===== config.mk =====
export PLATFORM = sky130hd
export DESIGN_NAME = glyph_row_rasterizer_with_shadow
export DESIGN_NICKNAME = d
export VERILOG_FILES = /design/src/design/glr_pkg.sv /design/src/design/glr_lane.sv /design/src/design/glr_emit.sv /design/src/design/glyph_row_rasterizer_with_shadow.sv
export SDC_FILE = /design/constraint.sdc
export NUM_CORES = 1
export LEC_CHECK = 0
export BUFFER_PORTS_ARGS = -buffer_cell sky130_fd_sc_hd__buf_2
export CORE_MARGIN = 2
export CORE_UTILIZATION = 54
export DETAILED_ROUTE_END_ITERATION = 10
export PLACE_DENSITY = 0.84
export SETUP_SLACK_MARGIN = 0.02
export SLEW_MARGIN = 20
export SYNTH_ARGS = -nofsm -noshare
export SYNTH_HDL_FRONTEND = slang
export SYNTH_SLANG_ARGS = --single-unit
export TNS_END_PERCENT = 30

===== constraint.sdc =====
create_clock -name clk -period 4 [get_ports clk]
set_clock_uncertainty 0.05 [all_clocks]
set_input_delay 0.4 -clock clk [delete_from_list [all_inputs] [get_ports clk]]
set_output_delay 0.4 -clock clk [all_outputs]
set_load 0.01 [all_outputs]

===== src/design/glr_pkg.sv =====
// Shared types and constants for the glyph row rasterizer.
// Holds the pixel class struct, the row struct handed between stages and register indexes.
// Depends on nothing.
package glr_pkg;

    localparam int MAX_WIDTH  = 32;
    localparam int MAX_HEIGHT = 64;

    localparam int ROW_W   = 32;
    localparam int X_W     = 5;
    localparam int Y_W     = 6;
    localparam int WCFG_W  = 6;
    localparam int HCFG_W  = 7;
    localparam int COLOR_W = 8;
    localparam int CFG_IDX_W  = 2;
    localparam int CFG_DATA_W = 8;

    // Configuration register indexes.
    localparam logic [CFG_IDX_W-1:0] REG_GLYPH_WIDTH  = 2'd0;
    localparam logic [CFG_IDX_W-1:0] REG_GLYPH_HEIGHT = 2'd1;
    localparam logic [CFG_IDX_W-1:0] REG_FG_COLOR     = 2'd2;
    localparam logic [CFG_IDX_W-1:0] REG_SHADOW_COLOR = 2'd3;

    // Reset values of the configuration registers.
    localparam logic [WCFG_W-1:0]  RST_GLYPH_WIDTH  = 6'd16;
    localparam logic [HCFG_W-1:0]  RST_GLYPH_HEIGHT = 7'd16;
    localparam logic [COLOR_W-1:0] RST_FG_COLOR     = 8'd245;
    localparam logic [COLOR_W-1:0] RST_SHADOW_COLOR = 8'd35;

    // Class of one pixel as found by a lane.
    typedef struct packed {
        logic ink;
        logic shade;
    } pix_t;

    // One classified row waiting to be emitted.
    typedef struct packed {
        pix_t [MAX_WIDTH-1:0] pix;
        logic [Y_W-1:0]       y;
        logic                 last_row;
    } row_t;

endpackage


===== src/design/glr_lane.sv =====
// One column lane: classifies a pixel as foreground, shadow or transparent.
// Depends on glr_pkg for the pixel class struct.
module glr_lane (
    input  logic          ink,
    input  logic          up_left,
    input  logic          shade_en,
    output glr_pkg::pix_t pix
);
    import glr_pkg::*;

    // Foreground wins; the shadow only shows on a clear pixel below-right of ink.
    always_comb
    begin
        pix.ink   = ink;
        pix.shade = !ink && shade_en && up_left;
    end

endmodule


===== src/design/glr_emit.sv =====
// Row serializer: sends a classified row one pixel per cycle unless stalled.
// Depends on glr_pkg for the row struct and widths.
module glr_emit (
    input  logic                          clk,
    input  logic                          rst_n,
    input  logic                          load_valid,
    input  glr_pkg::row_t                 load_row,
    output logic                          load_take,
    input  logic [glr_pkg::X_W-1:0]       x_last,
    input  logic [glr_pkg::COLOR_W-1:0]   fg_color,
    input  logic [glr_pkg::COLOR_W-1:0]   shadow_color,
    output logic                          out_valid,
    input  logic                          out_stall,
    output logic [glr_pkg::COLOR_W-1:0]   pixel_color,
    output logic                          opaque,
    output logic                          is_shadow,
    output logic [glr_pkg::X_W-1:0]       pixel_x,
    output logic [glr_pkg::Y_W-1:0]       pixel_y,
    output logic                          last_in_row,
    output logic                          last_in_glyph
);
    import glr_pkg::*;

    logic                 busy_reg;
    pix_t [MAX_WIDTH-1:0] pix_reg;
    pix_t [MAX_WIDTH-1:0] pix_next;
    logic [X_W-1:0]       x_reg;
    logic [Y_W-1:0]       y_reg;
    logic                 last_row_reg;
    logic                 last_px;
    logic                 fire;

    assign last_px   = (x_reg == x_last);
    assign fire      = busy_reg && !out_stall;
    assign load_take = load_valid && (!busy_reg || (fire && last_px));

    // The current pixel always sits in slot 0; move the rest down by one.
    always_comb
    begin
        for (int i = 0; i < MAX_WIDTH - 1; i++)
        begin
            pix_next[i] = pix_reg[i+1];
        end
        pix_next[MAX_WIDTH-1] = '0;
    end

    // Control and row registers.
    always_ff @(posedge clk or negedge rst_n)
    begin
        if (!rst_n)
        begin
            busy_reg <= 1'b0;
            x_reg    <= '0;
        end
        else if (load_take)
        begin
            busy_reg <= 1'b1;
            x_reg    <= '0;
        end
        else if (fire)
        begin
            if (last_px)
            begin
                busy_reg <= 1'b0;
            end
            else
            begin
                x_reg <= x_reg + X_W'(1);
            end
        end
    end

    // Payload registers need no reset.
    always_ff @(posedge clk)
    begin
        if (load_take)
        begin
            pix_reg      <= load_row.pix;
            y_reg        <= load_row.y;
            last_row_reg <= load_row.last_row;
        end
        else if (fire)
        begin
            pix_reg <= pix_next;
        end
    end

    // Result fields come straight from the held row.
    always_comb
    begin
        out_valid     = busy_reg;
        opaque        = pix_reg[0].ink || pix_reg[0].shade;
        is_shadow     = pix_reg[0].shade;
        pixel_color   = pix_reg[0].ink   ? fg_color :
                        pix_reg[0].shade ? shadow_color : '0;
        pixel_x       = x_reg;
        pixel_y       = y_reg;
        last_in_row   = last_px;
        last_in_glyph = last_px && last_row_reg;
    end

endmodule


===== src/design/glyph_row_rasterizer_with_shadow.sv =====
// Top level of the glyph row rasterizer with drop shadow.
// A row accepted into the holding slot is loaded into the serializer once it is free,
// and the serializer then presents the row's first pixel item.
// Throughput: one pixel item per cycle while out_stall is low, set by the single
// serializer output; the next row is taken while the current one is sent.
// Reset: configuration returns to 16/16/245/35, previous row and row counter clear.
module glyph_row_rasterizer_with_shadow (
    input  logic                               clk,
    input  logic                               rst_n,
    input  logic                               cfg_we,
    input  logic [glr_pkg::CFG_IDX_W-1:0]      cfg_index,
    input  logic [glr_pkg::CFG_DATA_W-1:0]     cfg_data,
    input  logic                               in_valid,
    output logic                               in_stall,
    input  logic [glr_pkg::ROW_W-1:0]          row_bits,
    output logic                               out_valid,
    input  logic                               out_stall,
    output logic [glr_pkg::COLOR_W-1:0]        pixel_color,
    output logic                               opaque,
    output logic                               is_shadow,
    output logic [glr_pkg::X_W-1:0]            pixel_x,
    output logic [glr_pkg::Y_W-1:0]            pixel_y,
    output logic                               last_in_row,
    output logic                               last_in_glyph
);
    import glr_pkg::*;

    logic [WCFG_W-1:0]  glyph_width_reg;
    logic [HCFG_W-1:0]  glyph_height_reg;
    logic [COLOR_W-1:0] fg_color_reg;
    logic [COLOR_W-1:0] shadow_color_reg;

    logic [ROW_W-1:0]   prev_row_reg;
    logic [Y_W-1:0]     row_index_reg;
    logic [Y_W-1:0]     row_index_next;

    logic               hold_valid_reg;
    row_t               hold_row_reg;
    logic               hold_take;

    logic [WCFG_W-1:0]  width_eff;
    logic [HCFG_W-1:0]  height_eff;
    logic [X_W-1:0]     x_last;
    logic               last_row;
    logic               shade_en;
    logic               in_fire;
    pix_t [MAX_WIDTH-1:0] lane_pix;

    // Configuration registers.
    always_ff @(posedge clk or negedge rst_n)
    begin
        if (!rst_n)
        begin
            glyph_width_reg  <= RST_GLYPH_WIDTH;
            glyph_height_reg <= RST_GLYPH_HEIGHT;
            fg_color_reg     <= RST_FG_COLOR;
            shadow_color_reg <= RST_SHADOW_COLOR;
        end
        else if (cfg_we)
        begin
            case (cfg_index)
                REG_GLYPH_WIDTH:  glyph_width_reg  <= cfg_data[WCFG_W-1:0];
                REG_GLYPH_HEIGHT: glyph_height_reg <= cfg_data[HCFG_W-1:0];
                REG_FG_COLOR:     fg_color_reg     <= cfg_data[COLOR_W-1:0];
                REG_SHADOW_COLOR: shadow_color_reg <= cfg_data[COLOR_W-1:0];
                default:          ;
            endcase
        end
    end

    // Out-of-range width and height fall back to the nearest legal value.
    always_comb
    begin
        if (glyph_width_reg == '0)
            width_eff = WCFG_W'(1);
        else if (glyph_width_reg > WCFG_W'(MAX_WIDTH))
            width_eff = WCFG_W'(MAX_WIDTH);
        else
            width_eff = glyph_width_reg;

        if (glyph_height_reg == '0)
            height_eff = HCFG_W'(1);
        else if (glyph_height_reg > HCFG_W'(MAX_HEIGHT))
            height_eff = HCFG_W'(MAX_HEIGHT);
        else
            height_eff = glyph_height_reg;
    end

    assign x_last   = X_W'(width_eff - WCFG_W'(1));
    assign last_row = (HCFG_W'(row_index_reg) + HCFG_W'(1)) >= height_eff;
    assign row_index_next = last_row ? '0 : row_index_reg + Y_W'(1);
    assign shade_en = (row_index_reg != '0);

    // One lane per column; column 0 has no upper-left neighbor.
    for (genvar g = 0; g < MAX_WIDTH; g++)
    begin : g_lane
        logic up_left;
        if (g == 0)
        begin : g_first
            assign up_left = 1'b0;
        end
        else
        begin : g_rest
            assign up_left = prev_row_reg[g-1];
        end

        glr_lane u_lane (
            .ink      (row_bits[g]),
            .up_left  (up_left),
            .shade_en (shade_en),
            .pix      (lane_pix[g])
        );
    end

    // A row is taken whenever the holding slot is free or empties this cycle.
    assign in_stall = hold_valid_reg && !hold_take;
    assign in_fire  = in_valid && !in_stall;

    // Row state and holding slot control.
    always_ff @(posedge clk or negedge rst_n)
    begin
        if (!rst_n)
        begin
            prev_row_reg   <= '0;
            row_index_reg  <= '0;
            hold_valid_reg <= 1'b0;
        end
        else if (in_fire)
        begin
            prev_row_reg   <= row_bits;
            row_index_reg  <= row_index_next;
            hold_valid_reg <= 1'b1;
        end
        else if (hold_take)
        begin
            hold_valid_reg <= 1'b0;
        end
    end

    // Classified row waiting for the serializer.
    always_ff @(posedge clk)
    begin
        if (in_fire)
        begin
            hold_row_reg.pix      <= lane_pix;
            hold_row_reg.y        <= row_index_reg;
            hold_row_reg.last_row <= last_row;
        end
    end

    glr_emit u_emit (
        .clk           (clk),
        .rst_n         (rst_n),
        .load_valid    (hold_valid_reg),
        .load_row      (hold_row_reg),
        .load_take     (hold_take),
        .x_last        (x_last),
        .fg_color      (fg_color_reg),
        .shadow_color  (shadow_color_reg),
        .out_valid     (out_valid),
        .out_stall     (out_stall),
        .pixel_color   (pixel_color),
        .opaque        (opaque),
        .is_shadow     (is_shadow),
        .pixel_x       (pixel_x),
        .pixel_y       (pixel_y),
        .last_in_row   (last_in_row),
        .last_in_glyph (last_in_glyph)
    );

endmodule

# Word-level counts from Yosys, hierarchy flattened
# Cells that the tools add are included.
[totals] regBits=214 wordCells=287 out_inout_bits=25 inputBits=47
[classes] magnitude_cmp=3 muxes=17 n_reduce_logical=118 add_sub_neg=4 eq_ne=5
[ops] op="two-way mux 64 bit" n=2
[ops] op="logical AND 1 bit" n=68
[ops] op="logical NOT 1 bit" n=35
[ops] op="two-way mux 5 bit" n=5
[ops] op="two-way mux 8 bit" n=2
[ops] op="two-way mux 7 bit" n=2
[ops] op="AND reduction 2 bit" n=6
[ops] op="adder 6 x 1 -> 7 bit (second input constant)" n=1
[ops] op=">= comparator 7 bit" n=1
[ops] op="> comparator 7 bit (second input constant)" n=1
[ops] op="logical NOT 7 bit" n=1
[ops] op="adder 6 x 1 -> 6 bit (second input constant)" n=1
[ops] op="> comparator 6 bit (second input constant)" n=1
[ops] op="logical NOT 6 bit" n=1
[ops] op="two-way mux 6 bit" n=1
[ops] op="nonzero test 2 bit" n=3
[ops] op="nonzero test 6 bit" n=1
[ops] op="adder 5 x 1 -> 5 bit (second input constant)" n=1
[ops] op="== test 5 bit" n=1
[ops] op="two-way mux 1 bit" n=5
[ops] op="subtractor 5 x 1 -> 5 bit (second input constant)" n=1
[ops] op="== test 2 bit (second input constant)" n=2
[ops] op="== test 2 x 1 -> 1 bit (second input constant)" n=1
[ops] op="logical NOT 2 bit" n=1
[ops] op="other kinds (2)" n=3

# Logic depth before layout (Yosys ltp)
# Gate-level depths: netlist of the first run.
[logic_depth] depth_word=13 ltp_mapped=11 mapped_depth_nobuf=11

# Hierarchy
# From an unflattened synthesis of the first run, not the netlist that was laid out.
[unflattened] hier_cells=624 hier_area_um2=9286.4
[by_module_without_submodules] module="glyph_row_rasterizer_with_shadow" seq_area_each_um2=3822.4 cells_each=343 instances=1 area_each_um2=5057.4
[by_module_without_submodules] module="glr_emit" seq_area_each_um2=2282.2 cells_each=217 instances=1 area_each_um2=3708.6
[by_module_without_submodules] module="glr_lane" seq_area_each_um2=0.0 cells_each=2 instances=32 area_each_um2=16.3

# Least setup slack after synthesis of the first run
# Ideal clock, no wire load.
[synth_path] kind="reg2reg" from="register u_emit.busy_reg, in the netlist u_emit.out_valid" to="register u_emit.pix_reg, in the netlist u_emit.is_shadow, enable pin" path_buffers=1 required_ns=3.443 arrival_ns=3.941 path_stages_with_launch=4 period_less_slack_ns=4.498 slack_ns=-0.498 setup_time_ns=0.507 path_cell_list="dfrtp_1 clkbuf_1 nor2_1 a21oi_1"
[synth_via] elab_chain_len=5 elab_cells_between_ends=6 cone_classes="reduce/logical (6)"
[synth_lines] element="start: declaration" line="glr_emit.sv:24" text="logic busy_reg;"
[synth_lines] element="start signal: assignment" line="glr_emit.sv:52" text="busy_reg <= 1'b0;"
[synth_lines] element="start signal: assignment" line="glr_emit.sv:57" text="busy_reg <= 1'b1;"
[synth_lines] element="start signal: assignment" line="glr_emit.sv:64" text="busy_reg <= 1'b0;"
[synth_lines] element="logical AND 1 bit" line="glr_emit.sv:34" text="assign fire = busy_reg && !out_stall;"
[synth_lines] element="logical AND 1 bit" line="glr_emit.sv:35" text="assign load_take = load_valid && (!busy_reg || (fire && last_px));"
[synth_lines] element="logical OR 1 bit" line="glr_emit.sv:35"
[synth_lines] element="logical AND 1 bit" line="glr_emit.sv:35"
[synth_lines] element="nonzero test 2 bit (no source line) (*)"
[synth_lines] element="end signal: assignment" line="glr_emit.sv:78" text="pix_reg <= load_row.pix;"
[synth_lines] element="end signal: assignment" line="glr_emit.sv:84" text="pix_reg <= pix_next;"
[synth_lines] element="end: declaration" line="glr_emit.sv:25" text="pix_t [MAX_WIDTH-1:0] pix_reg;"
# Mark *: on every way between the ends. The rest lies on a longest branch, timed or not.
# A chain may end at the register's enable or synchronous reset.

# Final worst setup path of the first run
[layout_path] from="register glyph_width_reg[3]" to="output port last_in_glyph"
[layout_via] elab_chain_len=6 elab_cells_between_ends=7 cone_classes="add/sub (1); order compare (1); eq/ne (1); mux (2); reduce/logical (2)"
[layout_lines] element="start: declaration" line="glyph_row_rasterizer_with_shadow.sv:28" text="logic [WCFG_W-1:0] glyph_width_reg;"
[layout_lines] element="start signal: assignment" line="glyph_row_rasterizer_with_shadow.sv:62" text="REG_GLYPH_WIDTH: glyph_width_reg <= cfg_data[WCFG_W-1:0];"
[layout_lines] element="> comparator 6 bit" line="glyph_row_rasterizer_with_shadow.sv:76" text="else if (glyph_width_reg > WCFG_W'(MAX_WIDTH))"
[layout_lines] element="two-way mux 5 bit" line="glyph_row_rasterizer_with_shadow.sv:76"
[layout_lines] element="two-way mux 5 bit (*)" line="glyph_row_rasterizer_with_shadow.sv:74" text="if (glyph_width_reg == '0)"
[layout_lines] element="subtractor 5 x 1 -> 5 bit (*)" line="glyph_row_rasterizer_with_shadow.sv:89" text="assign x_last = X_W'(width_eff - WCFG_W'(1));"
[layout_lines] element="== test 5 bit (*)" line="glr_emit.sv:33" text="assign last_px = (x_reg == x_last);"
[layout_lines] element="logical AND 1 bit (*)" line="glr_emit.sv:99" text="last_in_glyph = last_px && last_row_reg;"
[layout_lines] element="end: declaration" line="glyph_row_rasterizer_with_shadow.sv:24" text="output logic last_in_glyph"
# Marks and branches as above.

==> metrics.txt, run 1 <==
first-pass GRT wire length between 20,000 and 30,000 um; syn avg cell area between 15 and 20 um2; Psw around 1.6 mW; Sw Share ~26%; clk_lat worst skew 0.49 ns; Setup violations, final 0; largest net degree at the start of global routing 74; fillers 1,076; Finished Cell Area 10,100 um2; internal power component 4.62 mW; maximum VDD drop roughly 370 uV; number of diodes 0; clk sinks 214; routed len/inst 18.6 um; Clock Root Buffer clkbuf_16; number of global-route vias before repair 4,925; Routability Congestion 0.783; Synth Area in Compound Gates 4.07%; post-synth top area share 48.5%; post-synth cell types between 40 and 50; Die W 131 um; met3 global-route usage 3.55%; nets 669; Gate power share 18.6%; Post-Synth Simple-Gate Area 6.47%; routed wire length 15,700 um; final hold viol count 0; post-synth top area cell edfxtp_1; YS warnings 0; sequential share of the synthesized area between 60% and 70%; Area contributors post-synth edfxtp_1, dfrtp_1, mux2_2; Slew Viols, Final 0; max reg flops 70; clock buffer depth 3; gr ovfl total 0; Clk pwr share 32.3%; Tcrit/Tclk final 92.7%; Critical Setup Path Class register to output pin; 1st-iter DRT viols 330; Sequential Power Share between 40% and 50%; Crit. End Element output pin; H-tree depth 1; outcome completed; Worst Setup Start Kind register; post-synthesis mux area share roughly 16%; total track usage 18.4%; clk slew on worst S/H paths about 0.06 ns; pwr dens slightly above 600 nW/um2; Worst Hold Class input pin to asynchronous set/reset pin; adder-cell share of the synthesized area 1.58%; Seq cells post-synth 214; dpl hpwl 10,400 um; Detail Route Antenna Nets 0; P_leak roughly 3.9 nW; via count between 4,000 and 5,000; RSZ-0062 raised after global routing no; buffers inserted by post-CTS timing repair 0; cells on worst reg2reg path 10; initial core utilization 55.1%; die span in y 131 um; Slew headroom 35.8%; TritonCTS clock tree yes; Power Total 6.24 mW; Worst EP arrival 3.26 ns; Area Overhead vs Synth 15.4%; mapped cell area 8730 um2; Max Fclk 270 MHz; Slew @ Worst Pin 0.962 ns; Hold WS 0.0134 ns; busiest grt layer met2; Buffers on Ports 71; First-pass DRT Iterations 4; initial antenna violation count 2; DR DRC count 0; largest family of logic cells by synthesized area multiplexers; fin crit period 3.71 ns; Via density 5.55; Synth Net Count approximately 600; Synth Area in XOR/XNOR 0.803%; die area roughly 17,000 um2; layout cells sized above 1 40.0%; met2 GRT Util 31.6%; core area 15,800 um2; total CTS buffers 22; Worst EP required 3.55 ns; Core Rows 46; met1 Use GR 23.8%; Setup TNS 0 ns; IO Pins just over 70; Finished Core Util between 60% and 70%; max-cap check violation count 0; critical path peak fanout 6; post-synthesis instance total 526; dpl cell area roughly 9300 um2
-- worst paths after layout --
| check | from | endpoint | slack, ns |
|---|---|---|---|
| max | glyph_width_reg[3] | last_in_glyph | 0.29 |
| min | rst_n | u_emit.pixel_x[1] | 0.01 |
| max reg2reg | glyph_width_reg[3] | hold_row_reg[10] | 0.41 |
| min reg2reg | hold_row_reg[0] | u_emit.last_row_reg | 0.37 |
| max in group asynchronous | rst_n | prev_row_reg[23] | 3.27 |
| min in group clk | row_bits[31] | hold_row_reg[70] | 0.04 |
-- layer usage --
metal	routed length, um	vias up
li1	-	2159
met1	6770	2385
met2	7830	99
met3	699	32
met4	355	2
met5	7	-
-- through the flow --
stage / std cells / setup slack, ns
floorplan: 526 / -0.166
global placement: 803 / 0.561
detailed placement: 803 / 0.362
CTS: 843 / 0.272
global route: 843 / 0.0872
finish: 843 / 0.291
-- Yosys cell counts, drive strengths merged --
cell type    n
a2111oi      1
a211o        1
a21o         7
a21oi        9
a22o        11
and2         3
and3         2
buf          8
clkbuf      11
dfrtp       62
dfstp       11
edfxtp     141
ha          11
inv         12
mux2       121
nand2       15
nand2b       6
nand3        8
nand3b       2
nand4        2
nor2         6
nor2b        2
nor3         2
nor3b       32
nor4         2
nor4bb       1
o211ai       2
o21ai       14
o21ba        1
o21bai       2
o2bb2ai      1
o31ai        1
or2          3
or3          2
or4          2
or4b         1
xnor2        5
xor2         3
-- cell usage in the layout (no fill, tap or decap), drive strengths merged, types with 2 or more instances in the layout --
cell,Yosys,layout
nand3,8,8
buf,8,80
nor3b,32,32
dfstp,11,11
or4,2,2
nand2,15,15
nand4,2,2
nor3,2,2
and2,3,3
dfrtp,62,62
clkinvlp,0,5
o211ai,2,2
clkinv,0,6
bufinv,0,2
nand3b,2,2
inv,12,12
clkbuf,11,27
nor4,2,2
a22o,11,11
nor2b,2,2
nor2,6,6
edfxtp,141,141
a21o,7,7
xor2,3,3
nand2b,6,6
and3,2,2
ha,11,11
a21oi,9,9
or3,2,2
or2,3,3
xnor2,5,5
o21ai,14,14
mux2,121,121
o21bai,2,2
-- area by class of cell --
cell class	count	area (um2)	share of cell area [%]
Clock buffer	27	601	5.97
Clock inverter	13	123	1.22
Inverter	12	45.0	0.447
Multi-Input combinational cell	281	2510	25.0
Sequential cell	214	6070	60.3
Tap cell	216	270	2.68
Timing Repair Buffer	80	442	4.39
-- repair_timing --
item,in CTS,in global routing
setup endpoints to repair,0,2
resized for setup,0,1
hold buffers,0,0
endpoints found under the hold margin,0,0
-- worst max-delay path, stage by stage (launching register included) --
cell	delay, ns
dfrtp_1	0.43
nor4_1	0.45
o21ai_0	0.15
ha_1	0.25
nor4bb_1	0.14
o21ai_0	0.23
nand3_1	0.18
a211o_1	0.39
inv_1	0.25
and2_1	0.16
buf_2	0.12
-- cell families after synthesis --
group,Yosys count
buffers and inverters,31
muxes,121
xor gates and xnor gates,8
and+or+nand+nor,91
adders and majority gates,11
AOI/OAI and AO/OA,50
DFF,214
-- power groups by stage --
| stage | Combinational (mW) | Sequential, mW | Clock [mW] |
|---|---|---|---|
| floorplan | 0.861 | 3.03 | 0 |
| global placement | 1.08 | 3.07 | 0 |
| detailed placement | 1.16 | 3.10 | 0 |
| CTS | 1.17 | 3.06 | 2.04 |
| global route | 1.28 | 3.11 | 2.12 |
| finish | 1.16 | 3.07 | 2.01 |
Power figures use the tool's default switching activity.
==> run 2: changes to the inputs <==
--- a/config.mk
+++ b/config.mk
@@ -7,9 +7,10 @@
 export LEC_CHECK = 0
 export BUFFER_PORTS_ARGS = -buffer_cell sky130_fd_sc_hd__buf_2
 export CORE_MARGIN = 2
-export CORE_UTILIZATION = 54
+export CORE_UTILIZATION = 60
 export DETAILED_ROUTE_END_ITERATION = 10
-export PLACE_DENSITY = 0.84
+export HOLD_SLACK_MARGIN = 0.12
+export PLACE_DENSITY = 0.88
 export SETUP_SLACK_MARGIN = 0.02
 export SLEW_MARGIN = 20
 export SYNTH_ARGS = -nofsm -noshare
==> constraint.sdc (replaced) <==
create_clock -name clk -period 4.5 [get_ports clk]
set_clock_uncertainty 0.05 [all_clocks]
set_input_delay 0.45 -clock clk [delete_from_list [all_inputs] [get_ports clk]]
set_output_delay 0.45 -clock clk [all_outputs]
set_load 0.01 [all_outputs]
==> run 2 against run 1 <==
  * Total power decreased by 12%
  * Cell area rose by 1.6%
  * Via count increased by 3.2%
  * Non-clock buffer count rose by 23
  * Critical path depth is the same
  * Die area decreased by 9.7%
  * Largest power group unchanged
==> metrics.txt, run 2 (synthesis gave the netlist of run 1 again) <==
Finished Core Util 71.2%; Crit. End Element register; max reg flops 70; nets 692; 1st-iter DRT viols around 420; die area 15,500 um2; First-pass DRT Iterations 4; Sw Share 26.1%; Max Fclk ~270 MHz; Slew headroom 34.7%; via count 4,826; outcome completed; clock buffer depth 3; R2R Path End u_emit.pix_next[5]; DR DRC count 0; first-pass GRT wire length between 20,000 and 30,000 um; TritonCTS clock tree yes; P_leak 3.97 nW; IO Pins 72; Routability Congestion 0.820; Clk pwr share 31.3%; flop2flop setup slack between 0.7 and 0.8 ns; number of diodes 0; clk_lat worst skew 0.50 ns; layout cells sized above 1 around 38%; cells on worst reg2reg path 10; Sequential Power Share approximately half; commonest cells after routing, fill and taps aside edfxtp_1, mux2_2, buf_2; Gate power share 19.0%; Slew @ Worst Pin 0.980 ns; routed len/inst 19.1 um; Hold WS 0.136 ns; Hold Startpoint row_bits[28]; core area 14,400 um2; buffers inserted by post-CTS timing repair 0; final hold viol count 0; max-cap check violation count 0; RSZ-0062 raised after global routing no; routed wire length about 16,000 um; Clock Root Buffer clkbuf_16; Die W approximately 120 um; largest net degree at the start of global routing 74; critical path peak fanout 63; commonest non-fill, non-tap cell in the layout edfxtp_1; Worst Hold Class input pin to register; post-route insts no fill about 830; Worst EP required 4.69 ns; die span in y 125 um; Setup TNS 0 ns; Worst Hold End hold_row_reg[64]; initial core utilization 60.7%; Via density a little under 6; Tcrit/Tclk final 82.9%; clk slew on worst S/H paths 0.06 ns; Buffers on Ports 71; dpl hpwl 9490 um; total CTS buffers 22; Slew Viols, Final 0; Setup violations, final 0; Psw 1.44 mW; fillers 838; gr ovfl total 0; total track usage a little over a fifth; Cell Count Post-Placement approximately 770; initial antenna violation count 0; number of global-route vias before repair approximately 5,200; fin crit period 3.73 ns; maximum VDD drop 294 uV; Hold Crit Depth 1; Critical Setup Path Class register to register; internal power component 4.06 mW; clk sinks 214; pwr dens 537 nW/um2; Core Rows 44; Detail Route Antenna Nets 0; Worst EP arrival 3.92 ns; H-tree depth 1; Worst Setup Start Kind register; FF-to-FF Start glyph_width_reg[3]; Area Overhead vs Synth 17.3%
run 2: cell types whose count changed in the layout (fill, tap and decap cells not counted):
cell / change
clkbuf_1: +1
buf_6: -1
dlygate4sd3_1: +28
clkinvlp_4: -3
clkinvlp_2: -1
clkinv_2: +4
buf_4: -4
bufinv_16: -1
run 2: worst max-delay path by stage:
stage	startpoint	to	cells after the start
floorplan	glyph_width_reg[3]	hold_row_reg[0]	10
global placement	glyph_width_reg[3]	u_emit.pix_next[47]	10
detailed placement	glyph_width_reg[3]	u_emit.pix_next[3]	10
CTS	glyph_width_reg[3]	u_emit.pix_next[6]	10
global route	glyph_width_reg[3]	u_emit.pixel_y[3]	10
finish	glyph_width_reg[3]	u_emit.pix_next[5]	10
run 2: what timing repair did:
item,4_1_cts,5_1_grt
hold endpoints to repair,89,0
gates resized for setup,0,0
hold buffers,28,0
run 2: metrics by stage:
step	setup slack [ns]	area [um2]	total power [mW]
floorplan	0.334	8730	3.46
global placement	1.01	9260	3.68
detailed placement	0.814	9260	3.77
CTS	0.780	10200	5.52
global route	0.451	10200	5.75
finish	0.770	10200	5.50
run 2: cell type report:
cell class	count	area (um2)	area share, %
repair buffers	103	681	6.65
multi-input cells	281	2510	24.6
clock buffers	28	604	5.91
flip-flops and latches	214	6070	59.4
inverters	12	45.0	0.440
well taps	184	230	2.25
clock inverters	12	85.1	0.832
run 2: routing by layer:
metal / up-vias / track usage, % / wire (um)
met1: 2452 / 27.8 / 6680
met3: 28 / 3.44 / 699
met4: 0 / 5.35 / 272
met2: 141 / 36.5 / 8270
met5: - / 0 / 0
li1: 2205 / - / -
run 2: power by group through the flow:
| stage | Combinational [mW] | Sequential, mW | Clock (mW) |
|---|---|---|---|
| after floorplan | 0.765 | 2.69 | 0 |
| after global placement | 0.950 | 2.73 | 0 |
| after detailed placement | 1.01 | 2.75 | 0 |
| after CTS | 1.05 | 2.72 | 1.75 |
| after global routing | 1.15 | 2.77 | 1.84 |
| final | 1.05 | 2.73 | 1.72 |
run 2: critical path, stage by stage (launching register included):
cell      delay (ns)
dfrtp_1         0.45
nor4_1          0.45
o21ai_0         0.16
ha_1            0.26
nor4bb_1        0.14
o21ai_0         0.23
nand3_1         0.15
a211o_1         0.39
o21ai_4         0.21
nand2_4         0.46
mux2_1          0.51
